### src/rtl/chol_pkg.sv
// ----------------------------------------------------------------------------
// chol_pkg
// Shared types and constants of the Cholesky factor unit.
// ----------------------------------------------------------------------------
package chol_pkg;
   localparam int MAX_DIM_DEF    = 8;
   localparam int DATA_WIDTH_DEF = 32;
   localparam int FRAC_BITS_DEF  = 16;
   localparam int IO_WIDTH       = 32;
   localparam int DIM_WIDTH      = 4;

   typedef enum logic [3:0] {
      ST_LOAD,
      ST_CLEAR,
      ST_ROW,
      ST_DOT_RD,
      ST_DOT_MUL,
      ST_DOT_ACC,
      ST_DIAG_RD,
      ST_OP_START,
      ST_OP_WAIT,
      ST_WRITE,
      ST_OUT_RD,
      ST_OUT_WAIT,
      ST_OUT_HOLD
   } state_type;

   typedef enum logic [0:0] {
      OP_SQRT,
      OP_DIV
   } op_type;
endpackage

### src/rtl/chol_mac.sv
// ----------------------------------------------------------------------------
// chol_mac
// Saturating fixed-point product, registered, for the dot-product sum.
// ----------------------------------------------------------------------------
module chol_mac #(
   parameter int DATA_WIDTH = chol_pkg::DATA_WIDTH_DEF,
   parameter int FRAC_BITS  = chol_pkg::FRAC_BITS_DEF
) (
   input  logic                         clock,
   input  logic signed [DATA_WIDTH-1:0] x,
   input  logic signed [DATA_WIDTH-1:0] y,
   output logic signed [DATA_WIDTH-1:0] prod
);
   import chol_pkg::*;

   localparam int PW = 2 * DATA_WIDTH;

   logic [DATA_WIDTH-1:0]      xm, ym;
   logic [PW-1:0]              pm_ff, pm_in;
   logic                       neg_ff, neg_in;
   logic [PW-1:0]              sh;
   logic [PW-1:0]              vmax;
   logic signed [DATA_WIDTH:0] r;

   always_comb begin
      xm = x[DATA_WIDTH-1] ? DATA_WIDTH'(-x) : DATA_WIDTH'(x);
      ym = y[DATA_WIDTH-1] ? DATA_WIDTH'(-y) : DATA_WIDTH'(y);
      pm_in  = PW'(xm) * PW'(ym);
      neg_in = x[DATA_WIDTH-1] ^ y[DATA_WIDTH-1];
   end

   always_ff @(posedge clock) begin
      pm_ff  <= pm_in;
      neg_ff <= neg_in;
   end

   always_comb begin
      sh   = pm_ff >> FRAC_BITS;
      vmax = PW'({1'b0, {(DATA_WIDTH-1){1'b1}}});
      if (neg_ff) begin
         if (sh > vmax) r = {1'b1, 1'b1, {(DATA_WIDTH-1){1'b0}}};
         else r = -$signed({1'b0, sh[DATA_WIDTH-1:0]});
      end else begin
         if (sh > vmax) r = $signed({1'b0, vmax[DATA_WIDTH-1:0]});
         else r = $signed({1'b0, sh[DATA_WIDTH-1:0]});
      end
   end

   assign prod = r[DATA_WIDTH-1:0];
endmodule

### config.mk
export PLATFORM = sky130hd
export DESIGN_NAME = chol_mac
export DESIGN_NICKNAME = d
export VERILOG_FILES = /design/src/rtl/chol_pkg.sv /design/src/rtl/chol_mac.sv
export SDC_FILE = /design/constraint.sdc
export NUM_CORES = 2
export LEC_CHECK = 0
export ABC_AREA = 1
export BUFFER_PORTS_ARGS = -buffer_cell sky130_fd_sc_hd__buf_2
export CAP_MARGIN = 10
export CELL_PAD_IN_SITES_DETAIL_PLACEMENT = 1
export CELL_PAD_IN_SITES_GLOBAL_PLACEMENT = 2
export CORE_MARGIN = 4
export CORE_UTILIZATION = 40
export CTS_CLUSTER_DIAMETER = 60
export DETAILED_ROUTE_END_ITERATION = 12
export PLACE_DENSITY = 0.91
export SYNTH_ARGS = -nofsm -noshare
export SYNTH_HDL_FRONTEND = slang
export SYNTH_SLANG_ARGS = --single-unit
### constraint.sdc
create_clock -name clock -period 11 [get_ports clock]
set_input_delay 2.2 -clock clock [delete_from_list [all_inputs] [get_ports clock]]
set_output_delay 2.2 -clock clock [all_outputs]
set_load 0.01 [all_outputs]
Word level (Yosys, flattened, before mapping)
Index checks and enable logic that the tools add are counted.
- flip-flop bits (word level): 65
- word-level logic and storage cells: 13
- output and inout port bits: 32
- bits of input ports: 65
- multipliers: 1
- magnitude comparators: 1
- $add $sub $neg: 3
- multiplexer cells: 5
- bitwise gates (word level): 1
- operators with widths (kind ; number):
    32-bit 2-to-1 mux ; 5
    32-bit negator ; 3
    32-bit by 32-bit multiplier with 64-bit output ; 1
    48-bit by 31-bit greater-than comparator with 1-bit output, second input constant ; 1
    1-bit XOR ; 1

Depth between registers and ports, before layout
- word-level depth: 3
- gate-level depth with buffers: 44
- gate-level depth less buffers: 42

Least setup slack after synthesis
Ideal clock, no wire load.
- path kind: input port to flip-flop
- start point: input x[0]
- end point: register pm_ff[58]
- buffers on the path: 3
- slack: 1.406 ns
- arrival time: 9.482 ns
- stages on the path: 37
- required time: 10.888 ns
- library setup time: 0.112 ns
- cell sequence: buf_6 inv_8 clkbuf_1 ha_1 inv_2 nor3_4 nand2_2 nor2_4 inv_2 nor2_4 nand4_2 nand2_4 xor2_4 buf_4 nor2_1 fa_1 inv_1 fa_1 fa_1 fa_1 inv_1 fa_1 fa_1 fa_1 inv_1 fa_1 inv_1 ha_1 nand2_1 nor2_1 inv_1 nor2_1 nand3_1 o21ai_0 nand2_1 nand3_1 nand2_1
- word-level cells in the longest chain between the ends: 3
- RTL lines (what ; RTL line ; RTL):
    start, declared ; chol_mac.sv:10 ; input logic signed [DATA_WIDTH-1:0] x,
    32-bit negator ; chol_mac.sv:26 ; xm = x[DATA_WIDTH-1] ? DATA_WIDTH'(-x) : DATA_WIDTH'(x);
    32-bit 2-to-1 mux (*) ; chol_mac.sv:26 ;
    32-bit by 32-bit multiplier with 64-bit output (*) ; chol_mac.sv:28 ; pm_in = PW'(xm) * PW'(ym);
    net pm_in[58] ; chol_mac.sv:19 ; logic [PW-1:0] pm_ff, pm_in;
    end signal, assigned ; chol_mac.sv:33 ; pm_ff <= pm_in;
    end, declared ; chol_mac.sv:19 ;
The timed path passes the listed nets; every way through them passes the cells marked *.

Final worst setup path
- start point: input x[0]
- end point: register pm_ff[40]
The elaborated chain is that of the path after synthesis.

==> impl_metrics.tcl <==
set metrics [dict create \
    met2_usage_pct 48.9 \
    ys_warn_count 0 \
    synth.top_cell.area_share_pct 46.9 \
    async_reset_ff_share_pct 0 \
    num_io_pins 97 \
    die_w_microns 317 \
    fin_tns_setup_ns 0 \
    drt_iter0_markers 2117 \
    start_util_pct 40.3 \
    worstSetupPathType "input pin to flop" \
    vias 33100 \
    cts_resized 0 \
    final_util_pct 42.7 \
    syn2layout_area_growth_pct 5.91 \
    gr-usage-met1_pct 37.0 \
    worst_hold_slack_ns 2.75 \
    wl_per_cell_microns 22.5 \
    synth_top_area_cell "fa_1" \
    cts_sinks 49 \
    grt_use_total_pct 28.9 \
    first_global_vias 36900 \
    clk_path_buf_depth 2 \
    ys_seq_area_share_pct 2.57 \
    maxSlewHeadroom_pct 27.3 \
    synth-edff-count 0 \
    via_per_inst 5.25 \
    fp.dieH_microns 317 \
    required_ns 11.18 \
    cts_buffers 5 \
    outcome "finished clean" \
    nFillCells 11800 \
    ctsHoldBuffers 0 \
    synth_seq_cells 49 \
    syn_area_sq_mm 0.0382 \
    place_hpwl_mm 124 \
    dr.pass1.iters 5 \
    cp.arrival_ns 10.68 \
    io_buffers 96 \
    rsz0062_at_grt "false" \
    nets 6251 \
    syn_avg_cell_area_sq_um 7.69 \
    dieArea_sq_mm 0.101 \
    synth.net_count 6195 \
    gr-total-overflow 0 \
    critical-path-max-stage-delay_ns 0.61 \
    cts.clk_slew.worst_paths_ns 0.06 \
    yosysMostFrequentCell "inv_1" \
    place_ws_ns 0.223 \
    cts-root-buf "clkbuf_16" \
    worstMarginPinSlew_ns 1.09 \
    cp_top_family "adder cells" \
    maxCapViolations 0 \
    finalCritPeriodShare_pct 95.4 \
    ys_top_cells_by_area "fa_1 47%, inv_1 12%, nand2_1 9.9%" \
    worst_slack_ns 0.503 \
    hold_viol 0 \
    cts_tree "built" \
    period_minus_slack_ns 10.50 \
    end_kind "flop" \
    coreArea_sq_mm 0.0949 \
    grt_use_met3_pct 3.68 \
    path_buf_inv 9 \
    path_max_fanout 12 \
    synth_flop_cell "dfxtp_1" \
    drcViolationCount 0 \
    startpoint_type "input pin" \
    antenna_found_initial 5 \
    std_cell_rows 113 \
    grt.busiest_layer "met2" \
    wl_mm 142 \
    drv_slew 0 \
    grt_start_max_net_pins 41 \
    cts_htree_levels 2 \
    syn_inst 4972 \
    synth_cell_types 56 \
    max_freq_mhz 95.3 \
    setup_violations 0 \
    ys_top_cells_by_count "1258 x inv_1, 1007 x nand2_1, 895 x fa_1, 677 x nor2_1, 263 x ha_1" \
    grt_pass1_wl_mm 219 \
    cpMaxStageDelayCell "fa_1" \
    final_layout_size_suffix_gt1_share_pct 7.38 \
    postCtsSetupBuffers 0 \
    postRouteAntennaNets 0 \
    crit_top_cell "fa_1" \
    finalWeightedCongestion 0.955 \
    min_path_type "input pin to flop" \
]
[final cells by class]
class	instances	area, sq um	area share (%)
multi-input combinational	3463	31500	77.8
inverter	1289	4850	12.0
tap	1265	1580	3.91
timing repair buffer	220	1410	3.49
sequential	49	981	2.42
clock buffer	7	143	0.352
clock inverter	1	30.0	0.0742
antenna	2	5.00	0.0124
[sequential cells by signal, summed over array words and instances, names as in the netlist]
signal and count:
neg_ff 1, pm_ff 48
[kinds of logic after synthesis]
| group | Yosys count | share of synthesized area, % |
|---|---|---|
| compound gates | 255 | 3.67 |
| simple gates | 1977 | 21.3 |
| fa+ha+maj | 1158 | 55.5 |
| flops | 49 | 2.57 |
| buf+inv | 1460 | 15.2 |
| xor+xnor | 73 | 1.86 |
[per-layer routing]
layer	share of wire, %	vias up
met2	47	1133
met1	40	17200
met3	6.6	347
met5	0.027	-
met4	5.7	6
li1	-	14400
[per-stage QoR]
step,instance area (sq um),instances
2_1_floorplan,38200,4972
3_3_place_gp,40300,6286
3_5_place_dp,40300,6286
4_1_cts,40500,6294
5_1_grt,40500,6295
6_report,40500,6296
[path summary, 6_finish.rpt]
check | from | end | cells after the start
hold / removal | x[31] | neg_ff | 3
setup / recovery | x[0] | pm_ff[40] | 34
[cells in the final DEF (no fill, tap or decap), drive strengths merged, types with 2 or more instances in the layout]
master | synthesis | layout
inv | 1284 | 1284
nand2 | 1054 | 1054
fa | 895 | 895
nor2 | 705 | 705
ha | 263 | 263
buf | 88 | 220
nand3 | 122 | 122
a21oi | 115 | 115
o21ai | 95 | 95
xor2 | 60 | 60
dfxtp | 49 | 49
nor3 | 37 | 37
nand4 | 23 | 23
nor4 | 16 | 16
o21bai | 13 | 13
xnor2 | 13 | 13
or2 | 12 | 12
o31ai | 11 | 11
clkbuf | 83 | 7
a21o | 6 | 6
nand3b | 5 | 5
clkinv | 5 | 5
o211ai | 4 | 4
o21a | 4 | 4
a21boi | 3 | 3
diode | 0 | 2
a31oi | 2 | 2
Power is left out: the tool's default activity adds up to more than one toggle a clock period on the data nets, which glitch-free logic cannot reach.
