===== src/rtl/chol_pkg.sv =====
// ----------------------------------------------------------------------------
// chol_pkg
// Shared types and constants of the Cholesky factor unit.
// ----------------------------------------------------------------------------
package chol_pkg;
   localparam int MAX_DIM_DEF    = 8;
   localparam int DATA_WIDTH_DEF = 32;
   localparam int FRAC_BITS_DEF  = 16;
   localparam int IO_WIDTH       = 32;
   localparam int DIM_WIDTH      = 4;

   typedef enum logic [3:0] {
      ST_LOAD,
      ST_CLEAR,
      ST_ROW,
      ST_DOT_RD,
      ST_DOT_MUL,
      ST_DOT_ACC,
      ST_DIAG_RD,
      ST_OP_START,
      ST_OP_WAIT,
      ST_WRITE,
      ST_OUT_RD,
      ST_OUT_WAIT,
      ST_OUT_HOLD
   } state_type;

   typedef enum logic [0:0] {
      OP_SQRT,
      OP_DIV
   } op_type;
endpackage


===== src/rtl/chol_arith.sv =====
// ----------------------------------------------------------------------------
// chol_arith
// Iterative square root and fixed-point divider, one step per cycle.
// ----------------------------------------------------------------------------
module chol_arith #(
   parameter int DATA_WIDTH = chol_pkg::DATA_WIDTH_DEF,
   parameter int FRAC_BITS  = chol_pkg::FRAC_BITS_DEF
) (
   input  logic                         clock,
   input  logic                         reset,
   input  logic                         start,
   input  chol_pkg::op_type             op,
   input  logic signed [DATA_WIDTH-1:0] num,
   input  logic signed [DATA_WIDTH-1:0] den,
   output logic                         done,
   output logic signed [DATA_WIDTH-1:0] result
);
   import chol_pkg::*;

   localparam int SW    = DATA_WIDTH + FRAC_BITS;
   localparam int SQ_ST = SW / 2;
   localparam int RW    = SW + 2;
   localparam int CW    = $clog2(SW + 1);

   logic [SW-1:0]       src_ff, src_in;
   logic [RW-1:0]       rem_ff, rem_in;
   logic [SW-1:0]       q_ff, q_in;
   logic [DATA_WIDTH:0] dm_ff, dm_in;
   logic                neg_ff, neg_in;
   logic                zero_ff, zero_in;
   op_type              op_ff, op_in;
   logic                busy_ff, busy_in;
   logic [CW-1:0]       cnt_ff, cnt_in;
   logic                done_ff, done_in;

   logic [DATA_WIDTH:0] nm;
   logic [RW-1:0]       rsh, trial;
   logic [SW+1:0]       srcx;
   logic [SW-1:0]       qmax;
   logic signed [DATA_WIDTH:0] sres;

   always_comb begin
      nm = num[DATA_WIDTH-1] ? -{num[DATA_WIDTH-1], num} : {num[DATA_WIDTH-1], num};
      src_in = src_ff; rem_in = rem_ff; q_in = q_ff; dm_in = dm_ff;
      neg_in = neg_ff; zero_in = zero_ff; op_in = op_ff;
      busy_in = busy_ff; cnt_in = cnt_ff; done_in = 1'b0;
      srcx = {src_ff, 2'b00};
      rsh = '0; trial = '0;
      if (start) begin
         op_in = op; busy_in = 1'b1; rem_in = '0; q_in = '0;
         src_in = {nm[DATA_WIDTH-1:0], {FRAC_BITS{1'b0}}};
         if (op == OP_SQRT) begin
            cnt_in = CW'(SQ_ST);
            if (SW % 2 == 1) src_in = {nm[DATA_WIDTH-2:0], {FRAC_BITS{1'b0}}, 1'b0};
            dm_in = '0; neg_in = 1'b0; zero_in = 1'b0;
         end else begin
            cnt_in = CW'(SW);
            dm_in = den[DATA_WIDTH-1] ? -{den[DATA_WIDTH-1], den} : {den[DATA_WIDTH-1], den};
            neg_in = num[DATA_WIDTH-1] ^ den[DATA_WIDTH-1];
            zero_in = (den == '0);
         end
      end else if (busy_ff) begin
         if (op_ff == OP_SQRT) begin
            rsh = {rem_ff[RW-3:0], src_ff[SW-1:SW-2]};
            trial = RW'({q_ff, 2'b01});
            src_in = srcx[SW-1:0];
            if (rsh >= trial) begin
               rem_in = rsh - trial; q_in = {q_ff[SW-2:0], 1'b1};
            end else begin
               rem_in = rsh; q_in = {q_ff[SW-2:0], 1'b0};
            end
         end else begin
            rsh = {rem_ff[RW-2:0], src_ff[SW-1]};
            src_in = {src_ff[SW-2:0], 1'b0};
            if (rsh >= RW'(dm_ff)) begin
               rem_in = rsh - RW'(dm_ff); q_in = {q_ff[SW-2:0], 1'b1};
            end else begin
               rem_in = rsh; q_in = {q_ff[SW-2:0], 1'b0};
            end
         end
         cnt_in = cnt_ff - 1'b1;
         if (cnt_ff == CW'(1)) begin
            busy_in = 1'b0; done_in = 1'b1;
         end
      end
   end

   always_ff @(posedge clock) begin
      src_ff <= src_in; rem_ff <= rem_in; q_ff <= q_in; dm_ff <= dm_in;
      neg_ff <= neg_in; zero_ff <= zero_in; op_ff <= op_in; cnt_ff <= cnt_in;
      if (reset) begin
         busy_ff <= 1'b0; done_ff <= 1'b0;
      end else begin
         busy_ff <= busy_in; done_ff <= done_in;
      end
   end

   always_comb begin
      qmax = SW'({1'b0, {(DATA_WIDTH-1){1'b1}}});
      sres = '0;
      if (zero_ff && op_ff == OP_DIV) begin
         sres = '0;
      end else if (neg_ff) begin
         if (q_ff > qmax) sres = {1'b1, 1'b1, {(DATA_WIDTH-1){1'b0}}};
         else sres = -$signed({1'b0, q_ff[DATA_WIDTH-1:0]});
      end else begin
         if (q_ff > qmax) sres = $signed({1'b0, qmax[DATA_WIDTH-1:0]});
         else sres = $signed({1'b0, q_ff[DATA_WIDTH-1:0]});
      end
   end

   assign done   = done_ff;
   assign result = sres[DATA_WIDTH-1:0];
endmodule


===== config.mk =====
export PLATFORM = sky130hd
export DESIGN_NAME = chol_arith
export DESIGN_NICKNAME = d
export VERILOG_FILES = /design/src/rtl/chol_pkg.sv /design/src/rtl/chol_arith.sv
export SDC_FILE = /design/constraint.sdc
export NUM_CORES = 1
export LEC_CHECK = 0
export BUFFER_PORTS_ARGS = -buffer_cell sky130_fd_sc_hd__buf_2
export CAP_MARGIN = 5
export CELL_PAD_IN_SITES_DETAIL_PLACEMENT = 0
export CELL_PAD_IN_SITES_GLOBAL_PLACEMENT = 1
export CORE_ASPECT_RATIO = 0.5
export CORE_UTILIZATION = 35
export DETAILED_ROUTE_END_ITERATION = 10
export PLACE_DENSITY = 0.71
export SLEW_MARGIN = 5
export SYNTH_ARGS = -nofsm -noshare
export SYNTH_HDL_FRONTEND = slang
export SYNTH_SLANG_ARGS = --single-unit

===== constraint.sdc =====
create_clock -name clock -period 4.6 [get_ports clock]
set_clock_uncertainty 0.15 [all_clocks]
set_input_delay 0 -clock clock [delete_from_list [all_inputs] [get_ports clock]]
set_output_delay 0 -clock clock [all_outputs]
set_load 0.005 [all_outputs]

## Word level (Yosys, flattened, before mapping)

Index checks and enable logic that the tools add are counted.

| operators by class | value |
|---|---|
| add/sub/neg operators | 6 |
| order comparisons | 3 |
| equal/unequal tests | 1 |
| multiplexer cells | 22 |
| bitwise logic cells | 2 |
| reductions and logical operators | 5 |

Operator list:

| kind | number |
|---|---|
| $mux 32 | 5 |
| $mux 49 | 3 |
| $mux 48 | 3 |
| $neg 32->32 | 2 |
| $ge 50x33->1 | 1 |
| $ge 50x50->1 | 1 |
| $sub 49x33->49 | 1 |
| $sub 49x49->49 | 1 |
| $gt 48x31->1 const B | 1 |
| $neg 33->33 | 1 |
| $logic_not 32->1 | 1 |
| $mux 31 | 1 |
| $mux 6 | 3 |
| $mux 1 | 7 |
| $eq 6x1->1 const B | 1 |
| $sub 6x1->6 const B | 1 |
| $reduce_or 3->1 | 1 |
| $reduce_and 2->1 | 1 |
| $reduce_bool 2->1 | 1 |
| $logic_and 1x1->1 | 1 |
| $not 1->1 | 1 |
| $xor 1x1->1 | 1 |

| storage, ports and cells | value |
|---|---|
| register bits after elaboration | 189 |
| input port bits | 68 |
| output and inout bits | 33 |
| word-level logic and storage cells | 51 |

## Longest topological paths before layout

| logic depth | value |
|---|---|
| depth in word-level cells | 4 |
| gate-level depth with buffers | 15 |
| mapped depth without buffers | 13 |

## Least setup slack after synthesis

Ideal clock, no wire load.

| timing | value |
|---|---|
| kind | reg2reg |
| start point | register src_ff[47] |
| end point | register rem_ff[30] |
| setup time | 0.126 ns |
| data arrival time | 3.114 ns |
| required time | 4.324 ns |
| path slack | 1.210 ns |
| cell stages (with the launch flop) | 15 |
| buffers on the path | 1 |
| clock period less this slack | 3.390 ns |
| cell sequence | edfxtp_1 -> inv_1 -> ha_1 -> inv_1 -> fa_1 -> a21oi_1 -> o221a_2 -> a21oi_1 -> a22oi_1 -> a211oi_4 -> nor2_2 -> buf_2 -> mux2_1 -> a22oi_1 -> o21ai_0 |

| between the ends | value |
|---|---|
| word-level cells in the longest chain between the ends | 3 |
| elaborated cells on any way between the ends | 7 |
| classes of those cells | add/sub: 2; order compare: 2; mux: 3 |

RTL lines:

| what | RTL line | text |
|---|---|---|
| start, declared | chol_arith.sv:25 | `logic [SW-1:0] src_ff, src_in;` |
| start signal, assigned | chol_arith.sv:89 | `src_ff <= src_in; rem_ff <= rem_in; q_ff <= q_in; dm_ff <= dm_in;` |
| $sub 49x49->49 (tied with other cells) | chol_arith.sv:68 | `rem_in = rsh - trial; q_in = {q_ff[SW-2:0], 1'b1};` |
| $mux 49 (on tied branches) | chol_arith.sv:67, chol_arith.sv:75 |  |
| $mux 49 * | chol_arith.sv:63 | `if (op_ff == OP_SQRT) begin` |
| end signal, assigned | chol_arith.sv:89 |  |
| end, declared | chol_arith.sv:26 | `logic [RW-1:0] rem_ff, rem_in;` |

Every way passes the cells marked *; elsewhere a longest branch is shown, timed or not.
A chain may end at the register's enable or synchronous reset.

## Worst setup path after layout

| timing | value |
|---|---|
| start point | register q_ff[27] |
| end point | register rem_ff[47] |

| between the ends | value |
|---|---|
| word-level cells in the longest chain between the ends | 3 |
| elaborated cells on any way between the ends | 4 |
| classes of those cells | add/sub: 1; order compare: 1; mux: 2 |

RTL lines:

| what | RTL line | text |
|---|---|---|
| start, declared | chol_arith.sv:27 | `logic [SW-1:0] q_ff, q_in;` |
| start signal, assigned | chol_arith.sv:89 |  |
| $sub 49x49->49 / $ge 50x50->1 (equally long branches) | chol_arith.sv:68, chol_arith.sv:67 |  |
| $mux 49 * | chol_arith.sv:67 | `if (rsh >= trial) begin` |
| $mux 49 * | chol_arith.sv:63 |  |

Marks and branches as above.

==> summary.md <==
| Metric | Value |
|---|---|
| Crit path cell chain | inv_1 > ha_1 > nand4_1 > or4_4 > a2111oi_2 > or3_1 > a21o_1 > nand2_1 > a2111oi_0 > nor3b_1 |
| Final count of hold timing violations | 0 |
| First-pass GRT wire length | 80.5 mm |
| Crit path time final | 4.10 ns |
| Share of the synthesized area in the top cell type | 14.0% |
| Hold Path Origin | den[31] |
| Syn_nets | 2,179 |
| GR Util All Layers | 21.9% |
| Final WL | 50.7 mm |
| Core ar. | 0.0442 mm^2 |
| Crit-path max FO | 22 |
| Largest net degree at the start of global routing | 105 |
| R2R Path End | rem_ff[47] |
| Ports | 101 |
| Reg clk slew, reported paths | 0.07 ns |
| Initial Util | 36.0% |
| Worst Path Arrival | 4.27 ns |
| Peak VDD IR | 439 uV |
| GPL Wtd Cong | 0.942 |
| Max Fclk | 244 MHz |
| Initial antenna violation count | 1 |
| Critical-path top delay cell | a21o_1 |
| Setup slack after layout | 0.504 ns |
| Synth Register Bits | 173 |
| Final ANT Viol Nets | 0 |
| Cell variety after synth | 92 |
| Origin of the critical flop-to-flop path | q_ff[27] |
| Avg WL per Cell | 18.4 um |
| Clock Latency Late Sink | 0.46 ns |
| Worst Hold Depth | 2 |
| Pwr Total | 13.4 mW |
| Hold slack | 0.0804 ns |
| Unrepaired setup endpoints after global routing | false |
| Largest area contributor in the netlist | edfxtp_1 |
| Drt drc | 0 |
| Relative slew slack | 31.5% |
| CTS Buf Count | 17 |
| Via Count | 15,400 |
| Vias in the first global route | 14,200 |
| Reg2Reg Depth | 10 |
| Htree depth | 4 |
| CTS tree | built |
| Crit path max-delay family | simple AND/OR/NAND/NOR gates |
| Pleak | 7.43 nW |
| WP buf/inv | 1 |
| Total die area | 0.0464 mm^2 |
| Status | complete, no violations |
| 1st-pass router iterations | 7 |
| Area grow syn2layout | 16.2% |
| Critical path required time | 4.77 ns |
| Cells after synthesis | 2,022 |
| Port bufs | 100 |
| Post-synth EDFFs | 74 |
| Iteration-0 DRC Markers | 1,414 |
| Most common cell in the netlist | nand2_1 |
| Clock sink count | 173 |
| Worst hold endpoint | zero_ff |
| Hold crit path type | in -> reg |
| R2r setup slk | 0.50 ns |
| DR vias/cell | 5.58 |
| Commonest cells in the synthesized netlist | nand2_1 (223), nor2_1 (189), o21ai_0 (131), xnor2_1 (122), inv_1 (121) |
| Layout cells sized above 1 | 9.31% |
| Worst-margin pin slew | 1.03 ns |
| Synth area leaders | edfxtp_1 (14%), dfxtp_1 (12%), ha_1 (6.9%) |
| Post-synth design cell area | 0.0159 mm^2 |
| Part of the cycle the worst path needs | 89.0% |
| Clk root buf | clkbuf_16 |
| Ys Warns | 0 |
| Die height | 153 um |
| Critical path class | reg -> reg |
| Final #Nets | 2,313 |
| Final setup vio count | 0 |
| Fin Setup TNS | 0 ns |
| Sequential fraction of the synthesis area | 26.4% |
| Crit end category | register |
| Total grt overflow | 0 |
| Core Rows | 54 |
| Place WS | 0.560 ns |
| Async SR Flop Fraction | 0% |
| Die width | 303 um |
| Max-slew violations | 0 |
| Ys flop type | dfxtp_1 |
| Crit-path max cell delay | 0.69 ns |
| CP Launch Type | register |
| # Max-Cap Violations | 0 |
| Mean area per synthesized cell | 7.87 um^2 |
| Power Density | 723 mW/mm^2 |
| Max clock buf depth | 2 |
| Post-CTS Resized | 0 |
| Detailed placement HPWL | 38.4 mm |
==> how the worst max path moves through the flow <==
stage                    start    endpoint  slack, ns  cells past startpoint
global placement    src_ff[47]   rem_ff[0]       0.65                     14
global route          q_ff[27]  rem_ff[47]       0.10                     10
finish                q_ff[27]  rem_ff[47]       0.50                     10
detailed placement    q_ff[27]  rem_ff[47]       0.56                     10
CTS                   q_ff[27]  rem_ff[47]       0.53                     10
floorplan           src_ff[47]  rem_ff[30]       1.21                     14
==> stage by stage <==
step / utilization [%] / std cells / cell area (um^2)
after global routing: 41.8 / 2758 / 18500
after global placement: 38.2 / 2623 / 16900
after detailed placement: 38.2 / 2623 / 16900
final: 41.8 / 2758 / 18500
after floorplan: - / 2022 / 15900
after CTS: 41.8 / 2757 / 18500
==> area by class of cell <==
type	instances	area, um^2
flip-flops and latches	173	4210
well taps	588	736
diodes	1	2.50
inverters	122	458
clock inverters	13	139
multi-input cells	1614	10800
fillers	4548	25700
clock buffers	19	433
repair buffers	228	1740
==> power breakdown <==
group / switching (mW) / internal, mW
clock network: 0.688 / 0.801
logic: 5.86 / 3.69
registers: 0.470 / 1.87
total: 7.02 / 6.36
==> flip-flops by register name (all words and copies together), names as in the netlist <==
register  cells
op_ff         1
neg_ff        1
busy_ff       1
src_ff       32
cnt_ff        6
done          1
rem_ff       49
zero_ff       1
q_ff         48
dm_ff        33
==> cell families after synthesis <==
kind of cell	after synthesis	synth area share, %
compound gates	564	24.4
flops	173	26.4
mux	91	5.73
other cells	1	0.0236
simple gates	712	21.8
fa+ha+maj	89	7.05
xor+xnor	157	8.64
buf+inv	235	5.93
==> metal layers <==
metal,up-vias,wire length (um),track usage (%)
met1,7193,26200,34.3
met3,34,4020,4.49
met4,0,516,4.10
met5,-,0,0
met2,508,20000,30.0
li1,7645,-,-
==> placed cells by master (no fill, tap or decap), types with 14 or more instances in the layout <==
cell type,count
or4_1,15
or3_1,21
nor3_1,45
clkbuf_16,17
dfxtp_1,98
edfxtp_1,74
o21bai_1,22
buf_4,25
buf_2,99
inv_1,120
a31oi_1,17
nand2_1,223
a21o_1,30
ha_1,88
a21oi_1,116
nand4_1,34
o31ai_1,27
o21ai_0,131
nand2b_1,18
nand3_1,41
a211oi_1,18
mux2i_1,90
nor2_1,188
and3_1,14
nor4_1,20
a32o_1,26
xor2_1,35
o21a_1,14
o211ai_1,50
xnor2_1,122
and2_1,34
dlygate4sd3_1,102
==> repair_timing <==
action / 4_1_cts / 5_1_grt
setup buffers: 0 / 0
hold buffers: 102 / 0
hold endpoints to repair: 117 / 0
Note: power is estimated with default switching activity, not from simulation.
